[config.mk]
export PLATFORM = sky130hd
export DESIGN_NAME = dds_sine_burst_generator_flat
export DESIGN_NICKNAME = d
export VERILOG_FILES = /design/src/hdl/dsbg_pkg.sv /design/src/hdl/dsbg_if.sv /design/src/hdl/dsbg_queue.sv /design/src/hdl/dsbg_front.sv /design/src/hdl/dsbg_back.sv /design/src/hdl/dds_sine_burst_generator.sv /design/src/flat_wrapper.sv
export VERILOG_INCLUDE_DIRS = /design/src /design/src/hdl
export SDC_FILE = /design/constraint.sdc
export NUM_CORES = 1
export LEC_CHECK = 0
export CAP_MARGIN = 20
export CORE_MARGIN = 2
export CORE_UTILIZATION = 65
export DETAILED_ROUTE_END_ITERATION = 7
export DONT_BUFFER_PORTS = 1
export GPL_TIMING_DRIVEN = 1
export PLACE_DENSITY = 0.88
export SKIP_CTS_REPAIR_TIMING = 1
export SLEW_MARGIN = 30
export SYNTH_ARGS = -nofsm -noshare
export SYNTH_HDL_FRONTEND = slang
export SYNTH_SLANG_ARGS = --single-unit
[constraint.sdc]
create_clock -name clk_i -period 16.7 [get_ports clk_i]
set_input_delay 3.34 -clock clk_i [delete_from_list [all_inputs] [get_ports clk_i]]
set_output_delay 3.34 -clock clk_i [all_outputs]
set_load 0.02 [all_outputs]
[src/hdl/dds_sine_burst_generator_assert.svh]
// Assertion macros shared by the sine burst generator modules.
// Each macro expects clk_i and rst_ni to be visible where it is used.
`ifndef DDS_SINE_BURST_GENERATOR_ASSERT_SVH
`define DDS_SINE_BURST_GENERATOR_ASSERT_SVH

`ifndef SYNTHESIS

`define DSBG_ASSERT(name, prop, msg) \
  name: assert property (@(posedge clk_i) disable iff (!rst_ni) (prop)) else $error(msg);

`define DSBG_ASSERT_NEVER(name, cond, msg) \
  name: assert property (@(posedge clk_i) disable iff (!rst_ni) !(cond)) else $error(msg);

`else

`define DSBG_ASSERT(name, prop, msg)

`define DSBG_ASSERT_NEVER(name, cond, msg)

`endif

`endif

[src/hdl/dsbg_pkg.sv]
package dsbg_pkg;

  localparam int unsigned PhaseW      = 32;
  localparam int unsigned AmpW        = 9;
  localparam int unsigned LenW        = 13;
  localparam int unsigned SampleW     = 8;
  localparam int unsigned LutIdxW     = 8;
  localparam int unsigned CfgIdxW     = 2;
  localparam int unsigned CfgDataW    = 32;
  localparam int unsigned MaxSamples  = 4096;
  localparam int unsigned QueueDepth  = 4;
  localparam int unsigned QueuePtrW   = $clog2(QueueDepth);
  localparam int unsigned QueueCntW   = $clog2(QueueDepth + 1);

  localparam logic [PhaseW-1:0] PhaseReset  = '0;
  localparam logic [AmpW-1:0]   AmpReset    = 9'd256;
  localparam logic [LenW-1:0]   LenReset    = 13'd1;

  typedef enum logic [CfgIdxW-1:0] {
    RegPhaseStep   = 2'd0,
    RegAmplitude   = 2'd1,
    RegBurstLength = 2'd2
  } cfg_reg_e;

  typedef struct packed {
    logic [PhaseW-1:0] phase_step;
    logic [LenW-1:0]   burst_length;
  } front_cfg_t;

  // One sample request passed from the phase front end to the scaling back end.
  typedef struct packed {
    logic [LutIdxW-1:0] index;
    logic               last;
  } sample_req_t;

  // floor(127.5 + 127.5*sin(2*pi*i/256))
  localparam logic [SampleW-1:0] SineLut [256] = '{
    8'd127, 8'd130, 8'd133, 8'd136, 8'd139, 8'd143, 8'd146, 8'd149,
    8'd152, 8'd155, 8'd158, 8'd161, 8'd164, 8'd167, 8'd170, 8'd173,
    8'd176, 8'd179, 8'd182, 8'd184, 8'd187, 8'd190, 8'd193, 8'd195,
    8'd198, 8'd200, 8'd203, 8'd205, 8'd208, 8'd210, 8'd213, 8'd215,
    8'd217, 8'd219, 8'd221, 8'd224, 8'd226, 8'd228, 8'd229, 8'd231,
    8'd233, 8'd235, 8'd236, 8'd238, 8'd239, 8'd241, 8'd242, 8'd244,
    8'd245, 8'd246, 8'd247, 8'd248, 8'd249, 8'd250, 8'd251, 8'd251,
    8'd252, 8'd253, 8'd253, 8'd254, 8'd254, 8'd254, 8'd254, 8'd254,
    8'd255, 8'd254, 8'd254, 8'd254, 8'd254, 8'd254, 8'd253, 8'd253,
    8'd252, 8'd251, 8'd251, 8'd250, 8'd249, 8'd248, 8'd247, 8'd246,
    8'd245, 8'd244, 8'd242, 8'd241, 8'd239, 8'd238, 8'd236, 8'd235,
    8'd233, 8'd231, 8'd229, 8'd228, 8'd226, 8'd224, 8'd221, 8'd219,
    8'd217, 8'd215, 8'd213, 8'd210, 8'd208, 8'd205, 8'd203, 8'd200,
    8'd198, 8'd195, 8'd193, 8'd190, 8'd187, 8'd184, 8'd182, 8'd179,
    8'd176, 8'd173, 8'd170, 8'd167, 8'd164, 8'd161, 8'd158, 8'd155,
    8'd152, 8'd149, 8'd146, 8'd143, 8'd139, 8'd136, 8'd133, 8'd130,
    8'd127, 8'd124, 8'd121, 8'd118, 8'd115, 8'd111, 8'd108, 8'd105,
    8'd102, 8'd99,  8'd96,  8'd93,  8'd90,  8'd87,  8'd84,  8'd81,
    8'd78,  8'd75,  8'd72,  8'd70,  8'd67,  8'd64,  8'd61,  8'd59,
    8'd56,  8'd54,  8'd51,  8'd49,  8'd46,  8'd44,  8'd41,  8'd39,
    8'd37,  8'd35,  8'd33,  8'd30,  8'd28,  8'd26,  8'd25,  8'd23,
    8'd21,  8'd19,  8'd18,  8'd16,  8'd15,  8'd13,  8'd12,  8'd10,
    8'd9,   8'd8,   8'd7,   8'd6,   8'd5,   8'd4,   8'd3,   8'd3,
    8'd2,   8'd1,   8'd1,   8'd0,   8'd0,   8'd0,   8'd0,   8'd0,
    8'd0,   8'd0,   8'd0,   8'd0,   8'd0,   8'd0,   8'd1,   8'd1,
    8'd2,   8'd3,   8'd3,   8'd4,   8'd5,   8'd6,   8'd7,   8'd8,
    8'd9,   8'd10,  8'd12,  8'd13,  8'd15,  8'd16,  8'd18,  8'd19,
    8'd21,  8'd23,  8'd25,  8'd26,  8'd28,  8'd30,  8'd33,  8'd35,
    8'd37,  8'd39,  8'd41,  8'd44,  8'd46,  8'd49,  8'd51,  8'd54,
    8'd56,  8'd59,  8'd61,  8'd64,  8'd67,  8'd70,  8'd72,  8'd75,
    8'd78,  8'd81,  8'd84,  8'd87,  8'd90,  8'd93,  8'd96,  8'd99,
    8'd102, 8'd105, 8'd108, 8'd111, 8'd115, 8'd118, 8'd121, 8'd124
  };

endpackage

[src/hdl/dsbg_if.sv]
interface dsbg_in_if;
  logic valid;
  logic ready;
  logic start_req;

  modport source (output valid, output start_req, input ready);
  modport sink (input valid, input start_req, output ready);
endinterface

interface dsbg_out_if;
  logic                             valid;
  logic                             ready;
  logic [dsbg_pkg::SampleW-1:0]     sample;
  logic                             last;

  modport source (output valid, output sample, output last, input ready);
  modport sink (input valid, input sample, input last, output ready);
endinterface

interface dsbg_cfg_if;
  logic                             valid;
  logic                             ready;
  logic [dsbg_pkg::CfgIdxW-1:0]     index;
  logic [dsbg_pkg::CfgDataW-1:0]    data;

  modport source (output valid, output index, output data, input ready);
  modport sink (input valid, input index, input data, output ready);
endinterface

[src/hdl/dsbg_queue.sv]
`include "dds_sine_burst_generator_assert.svh"

module dsbg_queue (
  input  logic                  clk_i,
  input  logic                  rst_ni,
  input  logic                  push_valid_i,
  output logic                  push_ready_o,
  input  dsbg_pkg::sample_req_t push_data_i,
  output logic                  pop_valid_o,
  input  logic                  pop_ready_i,
  output dsbg_pkg::sample_req_t pop_data_o
);

  dsbg_pkg::sample_req_t                 mem_q [dsbg_pkg::QueueDepth];
  logic [dsbg_pkg::QueuePtrW-1:0]        wr_ptr_q, wr_ptr_d;
  logic [dsbg_pkg::QueuePtrW-1:0]        rd_ptr_q, rd_ptr_d;
  logic [dsbg_pkg::QueueCntW-1:0]        count_q, count_d;
  logic                                  push, pop;

  assign push_ready_o = count_q != dsbg_pkg::QueueCntW'(dsbg_pkg::QueueDepth);
  assign pop_valid_o  = count_q != '0;
  assign pop_data_o   = mem_q[rd_ptr_q];
  assign push         = push_valid_i && push_ready_o;
  assign pop          = pop_valid_o && pop_ready_i;

  always_comb begin
    wr_ptr_d = push ? wr_ptr_q + 1'b1 : wr_ptr_q;
    rd_ptr_d = pop ? rd_ptr_q + 1'b1 : rd_ptr_q;
    count_d  = count_q;
    if (push && !pop) begin
      count_d = count_q + 1'b1;
    end else if (pop && !push) begin
      count_d = count_q - 1'b1;
    end
  end

  always_ff @(posedge clk_i or negedge rst_ni) begin
    if (!rst_ni) begin
      wr_ptr_q <= '0;
      rd_ptr_q <= '0;
      count_q  <= '0;
    end else begin
      wr_ptr_q <= wr_ptr_d;
      rd_ptr_q <= rd_ptr_d;
      count_q  <= count_d;
    end
  end

  always_ff @(posedge clk_i) begin
    if (push) begin
      mem_q[wr_ptr_q] <= push_data_i;
    end
  end

  `DSBG_ASSERT(a_count_bound, count_q <= dsbg_pkg::QueueCntW'(dsbg_pkg::QueueDepth), "queue count overflow")
  `DSBG_ASSERT(a_count_track, push && !pop |=> count_q == $past(count_q) + 1'b1, "queue count lost a push")

endmodule

[src/hdl/dsbg_front.sv]
`include "dds_sine_burst_generator_assert.svh"

module dsbg_front (
  input  logic                   clk_i,
  input  logic                   rst_ni,
  input  dsbg_pkg::front_cfg_t   cfg_i,
  dsbg_in_if.sink                req_i,
  output logic                   push_valid_o,
  input  logic                   push_ready_i,
  output dsbg_pkg::sample_req_t  push_data_o
);

  logic [dsbg_pkg::PhaseW-1:0] phase_q, phase_d, phase_cur;
  logic [dsbg_pkg::LenW-1:0]   remaining_q, remaining_d, remaining_cur, len_sat;
  logic                        emit, accept;

  always_comb begin
    if (32'(cfg_i.burst_length) > dsbg_pkg::MaxSamples) begin
      len_sat = dsbg_pkg::LenW'(dsbg_pkg::MaxSamples);
    end else begin
      len_sat = cfg_i.burst_length;
    end
  end

  // A start takes effect on the same request that carries it.
  always_comb begin
    phase_cur     = phase_q;
    remaining_cur = remaining_q;
    if (req_i.start_req) begin
      phase_cur     = '0;
      remaining_cur = len_sat;
    end
    emit = remaining_cur != '0;
  end

  assign req_i.ready        = push_ready_i;
  assign accept             = req_i.valid && req_i.ready;
  assign push_valid_o       = req_i.valid && emit;
  assign push_data_o.index  = phase_cur[dsbg_pkg::PhaseW-1 -: dsbg_pkg::LutIdxW];
  assign push_data_o.last   = remaining_cur == dsbg_pkg::LenW'(1);

  always_comb begin
    phase_d     = phase_q;
    remaining_d = remaining_q;
    if (accept) begin
      phase_d     = emit ? phase_cur + cfg_i.phase_step : phase_cur;
      remaining_d = emit ? remaining_cur - 1'b1 : remaining_cur;
    end
  end

  always_ff @(posedge clk_i or negedge rst_ni) begin
    if (!rst_ni) begin
      phase_q     <= dsbg_pkg::PhaseReset;
      remaining_q <= '0;
    end else begin
      phase_q     <= phase_d;
      remaining_q <= remaining_d;
    end
  end

  `DSBG_ASSERT(a_last_ends_burst, accept && emit && push_data_o.last |=> remaining_q == '0, "last sample did not end the burst")

endmodule

[src/hdl/dsbg_back.sv]
`include "dds_sine_burst_generator_assert.svh"

module dsbg_back (
  input  logic                        clk_i,
  input  logic                        rst_ni,
  input  logic [dsbg_pkg::AmpW-1:0]   amplitude_i,
  input  logic                        pop_valid_i,
  output logic                        pop_ready_o,
  input  dsbg_pkg::sample_req_t       pop_data_i,
  dsbg_out_if.source                  rsp_o
);

  logic [dsbg_pkg::SampleW-1:0] entry_q;
  logic                         s1_last_q, s1_valid_q;
  logic                         s1_ready, out_ready;
  logic [dsbg_pkg::SampleW-1:0] sample_q, sample_d;
  logic                         last_q, out_valid_q;
  logic signed [9:0]            diff, amp_s;
  logic signed [19:0]           prod;
  logic signed [20:0]           num;

  assign out_ready   = !out_valid_q || rsp_o.ready;
  assign s1_ready    = !s1_valid_q || out_ready;
  assign pop_ready_o = s1_ready;

  // Table stage.
  always_ff @(posedge clk_i or negedge rst_ni) begin
    if (!rst_ni) begin
      s1_valid_q <= 1'b0;
    end else if (s1_ready) begin
      s1_valid_q <= pop_valid_i;
    end
  end

  always_ff @(posedge clk_i) begin
    if (s1_ready && pop_valid_i) begin
      entry_q   <= dsbg_pkg::SineLut[pop_data_i.index];
      s1_last_q <= pop_data_i.last;
    end
  end

  // Scale about mid-scale: floor((65280 + (2*entry - 255)*amp) / 512), clamped.
  always_comb begin
    diff  = $signed({1'b0, entry_q, 1'b0}) - 10'sd255;
    amp_s = $signed({1'b0, amplitude_i});
    prod  = 20'(diff) * 20'(amp_s);
    num   = 21'(prod) + 21'sd65280;
    if (num[20]) begin
      sample_d = '0;
    end else if (num[19:9] > 11'd255) begin
      sample_d = '1;
    end else begin
      sample_d = num[16:9];
    end
  end

  always_ff @(posedge clk_i or negedge rst_ni) begin
    if (!rst_ni) begin
      out_valid_q <= 1'b0;
    end else if (out_ready) begin
      out_valid_q <= s1_valid_q;
    end
  end

  always_ff @(posedge clk_i) begin
    if (out_ready && s1_valid_q) begin
      sample_q <= sample_d;
      last_q   <= s1_last_q;
    end
  end

  assign rsp_o.valid  = out_valid_q;
  assign rsp_o.sample = sample_q;
  assign rsp_o.last   = last_q;

  `DSBG_ASSERT(a_s1_hold, s1_valid_q && !out_ready |=> s1_valid_q && $stable(entry_q), "table stage dropped a held sample")
  `DSBG_ASSERT_NEVER(a_no_pop_on_stall, pop_valid_i && pop_ready_o && s1_valid_q && !out_ready, "queue popped into a stalled stage")

endmodule

[src/hdl/dds_sine_burst_generator.sv]
// Sine burst generator by direct digital synthesis. Each request on req_i is one
// tick; a tick with start_req set clears the 32-bit phase and loads the burst
// length (saturated at 4096), and every tick while samples remain yields one
// sample on rsp_o, with last set on the final one of the burst. Requests are
// taken one per clock as long as the four-entry queue between the phase front
// end and the scaling back end has room, so the sustained rate is one sample
// per cycle; a sample enters the queue at the edge that accepts its request,
// then passes the sine table stage and the scaled output register before it
// is presented. Configuration writes on cfg_i are always accepted: index 0
// phase step, 1 amplitude in Q1.8 (256 is full swing), 2 burst length; other
// indexes are ignored. Write them only while no burst is in flight.
module dds_sine_burst_generator (
  input  logic        clk_i,
  input  logic        rst_ni,
  dsbg_in_if.sink     req_i,
  dsbg_out_if.source  rsp_o,
  dsbg_cfg_if.sink    cfg_i
);

  logic [dsbg_pkg::PhaseW-1:0]  phase_step_q;
  logic [dsbg_pkg::AmpW-1:0]    amplitude_q;
  logic [dsbg_pkg::LenW-1:0]    burst_length_q;
  dsbg_pkg::front_cfg_t         front_cfg;
  logic                         push_valid, push_ready, pop_valid, pop_ready;
  dsbg_pkg::sample_req_t        push_data, pop_data;

  assign cfg_i.ready = 1'b1;

  always_ff @(posedge clk_i or negedge rst_ni) begin
    if (!rst_ni) begin
      phase_step_q   <= dsbg_pkg::PhaseReset;
      amplitude_q    <= dsbg_pkg::AmpReset;
      burst_length_q <= dsbg_pkg::LenReset;
    end else if (cfg_i.valid && cfg_i.ready) begin
      unique case (cfg_i.index)
        dsbg_pkg::RegPhaseStep:   phase_step_q   <= cfg_i.data;
        dsbg_pkg::RegAmplitude:   amplitude_q    <= cfg_i.data[dsbg_pkg::AmpW-1:0];
        dsbg_pkg::RegBurstLength: burst_length_q <= cfg_i.data[dsbg_pkg::LenW-1:0];
        default: begin
        end
      endcase
    end
  end

  assign front_cfg.phase_step   = phase_step_q;
  assign front_cfg.burst_length = burst_length_q;

  dsbg_front u_front (
    .clk_i        (clk_i),
    .rst_ni       (rst_ni),
    .cfg_i        (front_cfg),
    .req_i        (req_i),
    .push_valid_o (push_valid),
    .push_ready_i (push_ready),
    .push_data_o  (push_data)
  );

  dsbg_queue u_queue (
    .clk_i        (clk_i),
    .rst_ni       (rst_ni),
    .push_valid_i (push_valid),
    .push_ready_o (push_ready),
    .push_data_i  (push_data),
    .pop_valid_o  (pop_valid),
    .pop_ready_i  (pop_ready),
    .pop_data_o   (pop_data)
  );

  dsbg_back u_back (
    .clk_i       (clk_i),
    .rst_ni      (rst_ni),
    .amplitude_i (amplitude_q),
    .pop_valid_i (pop_valid),
    .pop_ready_o (pop_ready),
    .pop_data_i  (pop_data),
    .rsp_o       (rsp_o)
  );

endmodule

[src/flat_wrapper.sv]
// flat-port wrapper written by rule: the top's interface ports become plain ports
module dds_sine_burst_generator_flat 
  (clk_i, rst_ni, req_i_valid, req_i_start_req, req_i_ready, rsp_o_valid, rsp_o_sample, rsp_o_last, rsp_o_ready, cfg_i_valid, cfg_i_index, cfg_i_data, cfg_i_ready);
  dsbg_in_if req_i_i ();
  dsbg_out_if rsp_o_i ();
  dsbg_cfg_if cfg_i_i ();
  input  logic clk_i;
  input  logic rst_ni;
  input wire logic [$bits(req_i_i.valid)-1:0] req_i_valid;
  input wire logic [$bits(req_i_i.start_req)-1:0] req_i_start_req;
  output wire logic [$bits(req_i_i.ready)-1:0] req_i_ready;
  output wire logic [$bits(rsp_o_i.valid)-1:0] rsp_o_valid;
  output wire logic [$bits(rsp_o_i.sample)-1:0] rsp_o_sample;
  output wire logic [$bits(rsp_o_i.last)-1:0] rsp_o_last;
  input wire logic [$bits(rsp_o_i.ready)-1:0] rsp_o_ready;
  input wire logic [$bits(cfg_i_i.valid)-1:0] cfg_i_valid;
  input wire logic [$bits(cfg_i_i.index)-1:0] cfg_i_index;
  input wire logic [$bits(cfg_i_i.data)-1:0] cfg_i_data;
  output wire logic [$bits(cfg_i_i.ready)-1:0] cfg_i_ready;
  assign req_i_i.valid = req_i_valid;
  assign req_i_i.start_req = req_i_start_req;
  assign req_i_ready = req_i_i.ready;
  assign rsp_o_valid = rsp_o_i.valid;
  assign rsp_o_sample = rsp_o_i.sample;
  assign rsp_o_last = rsp_o_i.last;
  assign rsp_o_i.ready = rsp_o_ready;
  assign cfg_i_i.valid = cfg_i_valid;
  assign cfg_i_i.index = cfg_i_index;
  assign cfg_i_i.data = cfg_i_data;
  assign cfg_i_ready = cfg_i_i.ready;
  dds_sine_burst_generator u_core (.clk_i(clk_i), .rst_ni(rst_ni), .req_i(req_i_i), .rsp_o(rsp_o_i), .cfg_i(cfg_i_i));
endmodule
==> impl_metrics.yaml, run 1 <==
run_status:
  status: "completed"
sta:
  grt_setup_unrepaired: "no"
  period_share_pct: 36.74
  fin_tns_setup_ns: 0
  slew_viol_final: 0
  fin_skew_ns: 0.01001
  max_clock_freq_mhz: 163.0
  finalSetupViolCount: 0
  worstMarginPinSlew_ns: 0.9047
  hold_violations: 0
  relSlewSlack_pct: 39.69
  period_needed_ns: 6.136
place:
  dpl-instance-area_sq_mm: 0.01422
  portBuffers: 0
  routabilityCongestion: 0.9290
  place_hpwl_mm: 23.82
yosys:
  synth_top_family_by_area: "adder cells"
  syn_area_sq_mm: 0.01422
  synthFlopType: "dfrtp_1"
  ys_types: 94
  synth_cells: 1508
  ys_seq_area_share_pct: 30.43
  async_reset_ff_share_pct: 66.67
  avgSynthCellArea_sq_um: 9.428
  yosys.area_share.simple_pct: 15.07
  synth_nets: 1732
  synth_mux_area_share_pct: 6.583
  synth_compound_area_share_pct: 16.69
  synth_edf_count: 54
  synth_warnings: 0
  ys_seq_elements: 162
  synth_adder_area_share_pct: 21.05
  synth-xor-area-share_pct: 3.327
route:
  dr.first_iter.drc_count: 1164
  viasPerCell: 6.403
  ant_nets: 0
  dr_total_vias: 11150
  first_pass_iters: 7
  wire_per_inst_um: 19.30
  drc: 0
  wirelength_mm: 33.62
worst_setup_path:
  crit_fanout: 61
  crit_required_ns: 17.02
  reg2reg_depth: 15
  startpoint_type: "primary input"
  crit_type: "in -> reg"
  crit_start: "req_i_start_req"
  cp-end-kind: "flop"
  r2r_slack_ns: 10.71
  slowest_delay_ns: 0.45
  worstPathArrival_ns: 6.46
  reg2reg_from: "u_core.amplitude_q[3]"
  critPathSlowestCell: "a22oi_1"
  crit_chain: "inv_1 > a21oi_1 > a22oi_1 > ha_1 > nand3_2 > nand2_4 > inv_4 > ha_1 > inv_1 > fa_1 > mux2_2"
  cp-endpoint: "u_core.u_queue.count_q[1]"
  r2r_end: "u_core.u_back.rsp_o.sample[2]"
die:
  fp.dieW_um: 151.9
  dieArea_sq_mm: 0.02307
  rows: 54
  die_h_um: 151.9
  start_util_pct: 65.76
  core_area_sq_mm: 0.02162
  io-pin-count: 52
worst_hold_path:
  hold_class: "reg -> reg"
clocking:
  clk_pin_slew_worst_paths_ns: 0.07
  ctsRootBufferMaster: "clkbuf_16"
  cts_buffers: 17
  cts_tree: "yes"
  clock-sinks: 162
  cts_buffer_depth: 2
  h-tree-depth: 4
  clock_latency_ns: 0.44
run:
  drv_cap: 0
cells_and_area:
  stdcell_area_sq_mm: 0.01484
  syn_to_final_growth_pct: 4.348
  fillCellCount: 1532
  antennaDiodeCount: 0
  drive_gt1_share_pct: 9.097
  mostFrequentLayoutCell: "nand2_1"
  mostFrequentLayoutCells: "nand2_1 (157), inv_1 (148), dfrtp_1 (106)"
  nets: 1673
global_routing:
  grt_pass1_wl_mm: 55.64
  grt_usage_pct: 29.24
  use_met1_pct: 37.50
  grt_max_degree: 109
  grt_overflow: 0
  grt.busiest_layer: "met2"
  met2_usage_pct: 50.26
  grt_util_met3_pct: 4.564
  antenna_found_initial: 0
  grt_pass1_vias: 11400
[worst max-delay path, delay by kind of cell]
| kind | cells | cell delay, ns |
|---|---|---|
| AO/OA/AOI/OAI | 2 | 0.60 |
| multiplexers | 1 | 0.27 |
| AND/OR/NAND/NOR | 2 | 0.64 |
| buffers and inverters | 3 | 0.60 |
| adder cells (fa/ha/maj) | 3 | 0.97 |
[per-layer routing]
layer | vias to the layer above | share of wire [%] | wire length (um)
met3 | 89 | 6.5 | 2179
met5 | - | 0 | 0
met4 | 0 | 2.6 | 863
met2 | 525 | 51 | 17220
li1 | 5101 | - | -
met1 | 5439 | 40 | 13360
[metrics by stage]
| step | std cells | hold WS [ns] | utilization (%) | worst slack, ns |
|---|---|---|---|---|
| 3_3_place_gp | 1710 | 0.4537 | 65.75 | 10.48 |
| 4_1_cts | 1742 | 0.4785 | 68.62 | 10.68 |
| 5_1_grt | 1742 | 0.4971 | 68.62 | 10.29 |
| 6_report | 1742 | 0.4785 | 68.62 | 10.56 |
| 3_5_place_dp | 1710 | 0.4632 | 65.75 | 10.31 |
| 2_1_floorplan | 1508 | 0.4003 | - | 10.23 |
[Yosys cell counts, types with 7 or more instances]
cell,n,share of area [%]
inv_1,148,3.9
and3_1,7,0.31
nor2_1,93,2.5
buf_2,15,0.53
dfrtp_1,106,19
a311oi_1,11,0.68
a31oi_1,9,0.40
o22ai_1,11,0.48
edfxtp_1,54,11
clkbuf_1,55,1.5
xor2_1,21,1.3
nor2b_1,43,1.9
nand3b_1,7,0.37
ha_1,92,8.1
nand2b_1,18,0.79
o21ai_0,74,2.6
nand3_1,21,0.74
a21o_1,32,1.7
xnor2_1,33,2.0
mux2_2,57,4.5
a21oi_1,83,2.9
nand2_1,157,4.1
a211oi_1,14,0.74
mux2i_1,13,0.92
o21a_1,17,0.90
nor3_1,23,0.81
and2_1,29,1.3
fa_1,92,13
o21ai_1,9,0.32
o211ai_1,12,0.63
or3_1,7,0.31
[sequential cells by signal (all words and copies together), names as in the netlist]
name	cells
u_core.u_back.rsp_o.last	1
u_core.phase_step_q	32
u_core.u_queue.mem_q	36
u_core.u_queue.wr_ptr_q	2
u_core.amplitude_q	9
u_core.u_back.s1_last_q	1
u_core.u_queue.rd_ptr_q	2
u_core.u_front.phase_q	32
u_core.u_back.entry_q	8
u_core.u_back.s1_valid_q	1
u_core.u_back.rsp_o.valid	1
u_core.burst_length_q	13
u_core.u_front.remaining_q	13
u_core.u_queue.count_q	3
u_core.u_back.rsp_o.sample	8
[logic make-up (layout without fill, tap and decap cells)]
group,after synthesis,count (layout)
AO/OA/AOI/OAI,354,354
XOR/XNOR,54,54
adder cells (fa/ha/maj),184,184
buffers and inverters,234,188
flip-flops,162,162
multiplexers,78,78
other,1,1
AND/OR/NAND/NOR,441,441
[how the worst min path moves through the flow]
stage / from / to / slack (ns) / cells after the start
after floorplan: u_core.u_back.s1_last_q / u_core.u_back.rsp_o.last / 0.40 / 0
after detailed placement: u_core.u_front.phase_q[23] / u_core.u_front.phase_q[23] / 0.46 / 2
after global routing: u_core.u_front.phase_q[23] / u_core.u_front.phase_q[23] / 0.50 / 2
after CTS: u_core.u_front.phase_q[23] / u_core.u_front.phase_q[23] / 0.48 / 2
final: u_core.u_front.phase_q[23] / u_core.u_front.phase_q[23] / 0.48 / 2
after global placement: u_core.u_front.phase_q[2] / u_core.u_front.phase_q[2] / 0.45 / 2
[final cells by class]
type	count	area, sq um	area share [%]
flip-flops and latches	162	4327	29.16
inverters	150	565.5	3.812
clock buffers	17	425.4	2.868
well taps	280	350.3	2.361
clock inverters	15	193.9	1.307
multi-input cells	1112	8929	60.18
repair buffers	6	45.04	0.3036
Power of run 1 is not shown: default switching activity piles up to over one toggle a cycle in this logic, so the estimate is an artifact.
==> run 2, diff against run 1 <==
--- a/config.mk
+++ b/config.mk
@@ -6,6 +6,7 @@
 export SDC_FILE = /design/constraint.sdc
 export NUM_CORES = 1
 export LEC_CHECK = 0
+export ABC_AREA = 1
 export CAP_MARGIN = 20
 export CORE_MARGIN = 2
 export CORE_UTILIZATION = 65
==> constraint.sdc (replaced) <==
create_clock -name clk_i -period 6.4 [get_ports clk_i]
set_input_delay 1.28 -clock clk_i [delete_from_list [all_inputs] [get_ports clk_i]]
set_output_delay 1.28 -clock clk_i [all_outputs]
set_load 0.02 [all_outputs]
==> run 2 against run 1 <==
  * The run now ends with DRC left
  * Sequential share of layout area fell by 1.8 points
  * Utilization increased by 0.60 points
  * Area after synthesis grew 7.0%
  * Non-clock buffer count shrank 3
  * Critical endpoint is now u_core.u_back.rsp_o.sample[4]
  * Routed wire length is 14% higher
  * First-iteration DRC count rose by 0.95%
==> impl_metrics.yaml, run 2 <==
place:
  routabilityCongestion: 0.9728
  portBuffers: 0
  dpl-instance-area_sq_mm: 0.01525
  place_hpwl_mm: 28.81
run:
  drv_cap: 0
yosys:
  ys_seq_elements: 162
  synth_warnings: 0
  synth_edf_count: 54
  ys_seq_area_share_pct: 28.43
  synthMostInstantiatedCell: "nand2_1"
  synth_common_cells: "nand2_1 (667), inv_1 (329), nor2_1 (146)"
  synth_nets: 2317
  synth_cells: 2093
  async_reset_ff_share_pct: 66.67
  syn_area_sq_mm: 0.01522
  ys_types: 49
  avgSynthCellArea_sq_um: 7.272
  synth_top_cell_by_area: "dfrtp_1"
  yosysTopAreaCellShare_pct: 17.43
  synthFlopType: "dfrtp_1"
  ys_top_cells_by_area: "dfrtp_1 (17%), nand2_1 (16%), fa_1 (12%)"
cells_and_area:
  mostFrequentLayoutCells: "nand2_1 (667), inv_1 (329), nor2_1 (146)"
  stdcell_area_sq_mm: 0.01581
  largest_reg_flops: 36
  drive_gt1_share_pct: 5.777
  nets: 2271
  largest-register: "u_core.u_queue.mem_q"
  antennaDiodeCount: 0
  mostFrequentLayoutCell: "nand2_1"
  syn_to_final_growth_pct: 3.905
  top_regs: "u_core.u_queue.mem_q (36), u_core.phase_step_q (32), u_core.u_front.phase_q (32)"
clocking:
  clock_latency_ns: 0.44
  cts_buffers: 17
  clock-sinks: 162
  h-tree-depth: 4
  cts_buffer_depth: 2
  cts_tree: "yes"
  ctsRootBufferMaster: "clkbuf_16"
  clk_pin_slew_worst_paths_ns: 0.07
die:
  io-pin-count: 52
  die_h_um: 157.0
  core_area_sq_mm: 0.02285
  fp.dieW_um: 157.0
  rows: 55
  start_util_pct: 66.62
  dieArea_sq_mm: 0.02466
route:
  dr_total_vias: 13570
  viasPerCell: 5.718
  wire_per_inst_um: 16.09
  ant_nets: 0
  wirelength_mm: 38.18
  dr.first_iter.drc_count: 1175
  first_pass_iters: 8
  drc: 1
sta:
  slew_viol_final: 0
  hold_violations: 0
  fin_skew_ns: 0.01477
  worstMarginPinSlew_ns: 0.8957
  grt_setup_unrepaired: "no"
  period_needed_ns: 5.906
  finalSetupViolCount: 0
  max_clock_freq_mhz: 169.3
  fin_tns_setup_ns: 0
  period_share_pct: 92.29
  relSlewSlack_pct: 40.07
run_status:
  status: "complete, but fails checks"
  violations: "DRC"
global_routing:
  antenna_found_initial: 0
  grt_util_met3_pct: 4.983
  grt_pass1_wl_mm: 62.69
  grt_usage_pct: 31.91
  grt_max_degree: 109
  grt.busiest_layer: "met2"
  grt_pass1_vias: 13120
  use_met1_pct: 40.13
  met2_usage_pct: 55.43
  grt_overflow: 0
worst_setup_path:
  crit_type: "reg -> reg"
  startpoint_type: "flop"
  crit_required_ns: 6.59
  crit_fanout: 10
  worstPathArrival_ns: 6.10
  cp-end-kind: "flop"
worst_hold_path:
  hold_class: "reg -> reg"
run 2: path summary, 6_finish.rpt:
check / slack (ns) / startpoint / cells past startpoint / to
hold / removal: 0.47 / u_core.u_back.s1_valid_q / 2 / u_core.u_back.rsp_o.valid
setup reg to reg: 0.49 / u_core.amplitude_q[3] / 19 / u_core.u_back.rsp_o.sample[4]
max in group asynchronous: 5.60 / rst_ni / 0 / u_core.burst_length_q[0]
setup / recovery: 0.49 / u_core.amplitude_q[3] / 19 / u_core.u_back.rsp_o.sample[4]
min in group asynchronous: 0.54 / rst_ni / 0 / u_core.u_front.phase_q[18]
hold reg to reg: 0.47 / u_core.u_back.s1_valid_q / 2 / u_core.u_back.rsp_o.valid
run 2: kinds of logic after synthesis:
kind of cell,share of synthesized area [%]
xor gates and xnor gates,2.302
buffers and inverters,11.06
AOI/OAI and AO/OA,9.520
adders and majority gates,19.66
muxes,1.406
other,0.02464
DFF,28.43
and+or+nand+nor,27.60
run 2: worst max-delay path, cell delays in order, from the launching register on:
cell and delay (ns):
dfrtp_1 0.56, inv_1 0.09, nor2_1 0.33, fa_1 0.60, fa_1 0.61, fa_1 0.47
fa_1 0.54, inv_1 0.05, fa_1 0.54, inv_1 0.05, ha_1 0.34, a21oi_1 0.16
a21boi_0 0.34, nor2_1 0.08, a211oi_1 0.27, nand3_1 0.13, nand2_1 0.26, nand3_1 0.13
nand2_1 0.08, inv_1 0.04
run 2: layout make-up:
| class | count | area [sq um] |
|---|---|---|
| multi-input cells | 1519 | 9223 |
| fillers | 1895 | 7033 |
| flip-flops and latches | 162 | 4327 |
| inverters | 344 | 1291 |
| clock buffers | 18 | 439.2 |
| well taps | 313 | 391.6 |
| clock inverters | 14 | 120.1 |
| repair buffers | 3 | 22.52 |
run 2: through the flow:
step / setup WS [ns] / utilization [%] / hold WS (ns) / instances
after global routing: 0.04437 / 69.22 / 0.4924 / 2373
after detailed placement: 0.6140 / 66.74 / 0.4660 / 2341
after global placement: 0.7918 / 66.74 / 0.4562 / 2341
after CTS: 0.5345 / 69.18 / 0.4799 / 2373
after floorplan: 0.9604 / - / 0.4003 / 2093
final: 0.4937 / 69.22 / 0.4750 / 2373
run 2: metal layers:
layer  part of all wire (%)  up-vias
met5                      0        -
met4                    3.4        0
met3                    7.0      116
met2                     49      558
met1                     40     6408
li1                       -     6487
Power of run 2 is left out for the same reason.
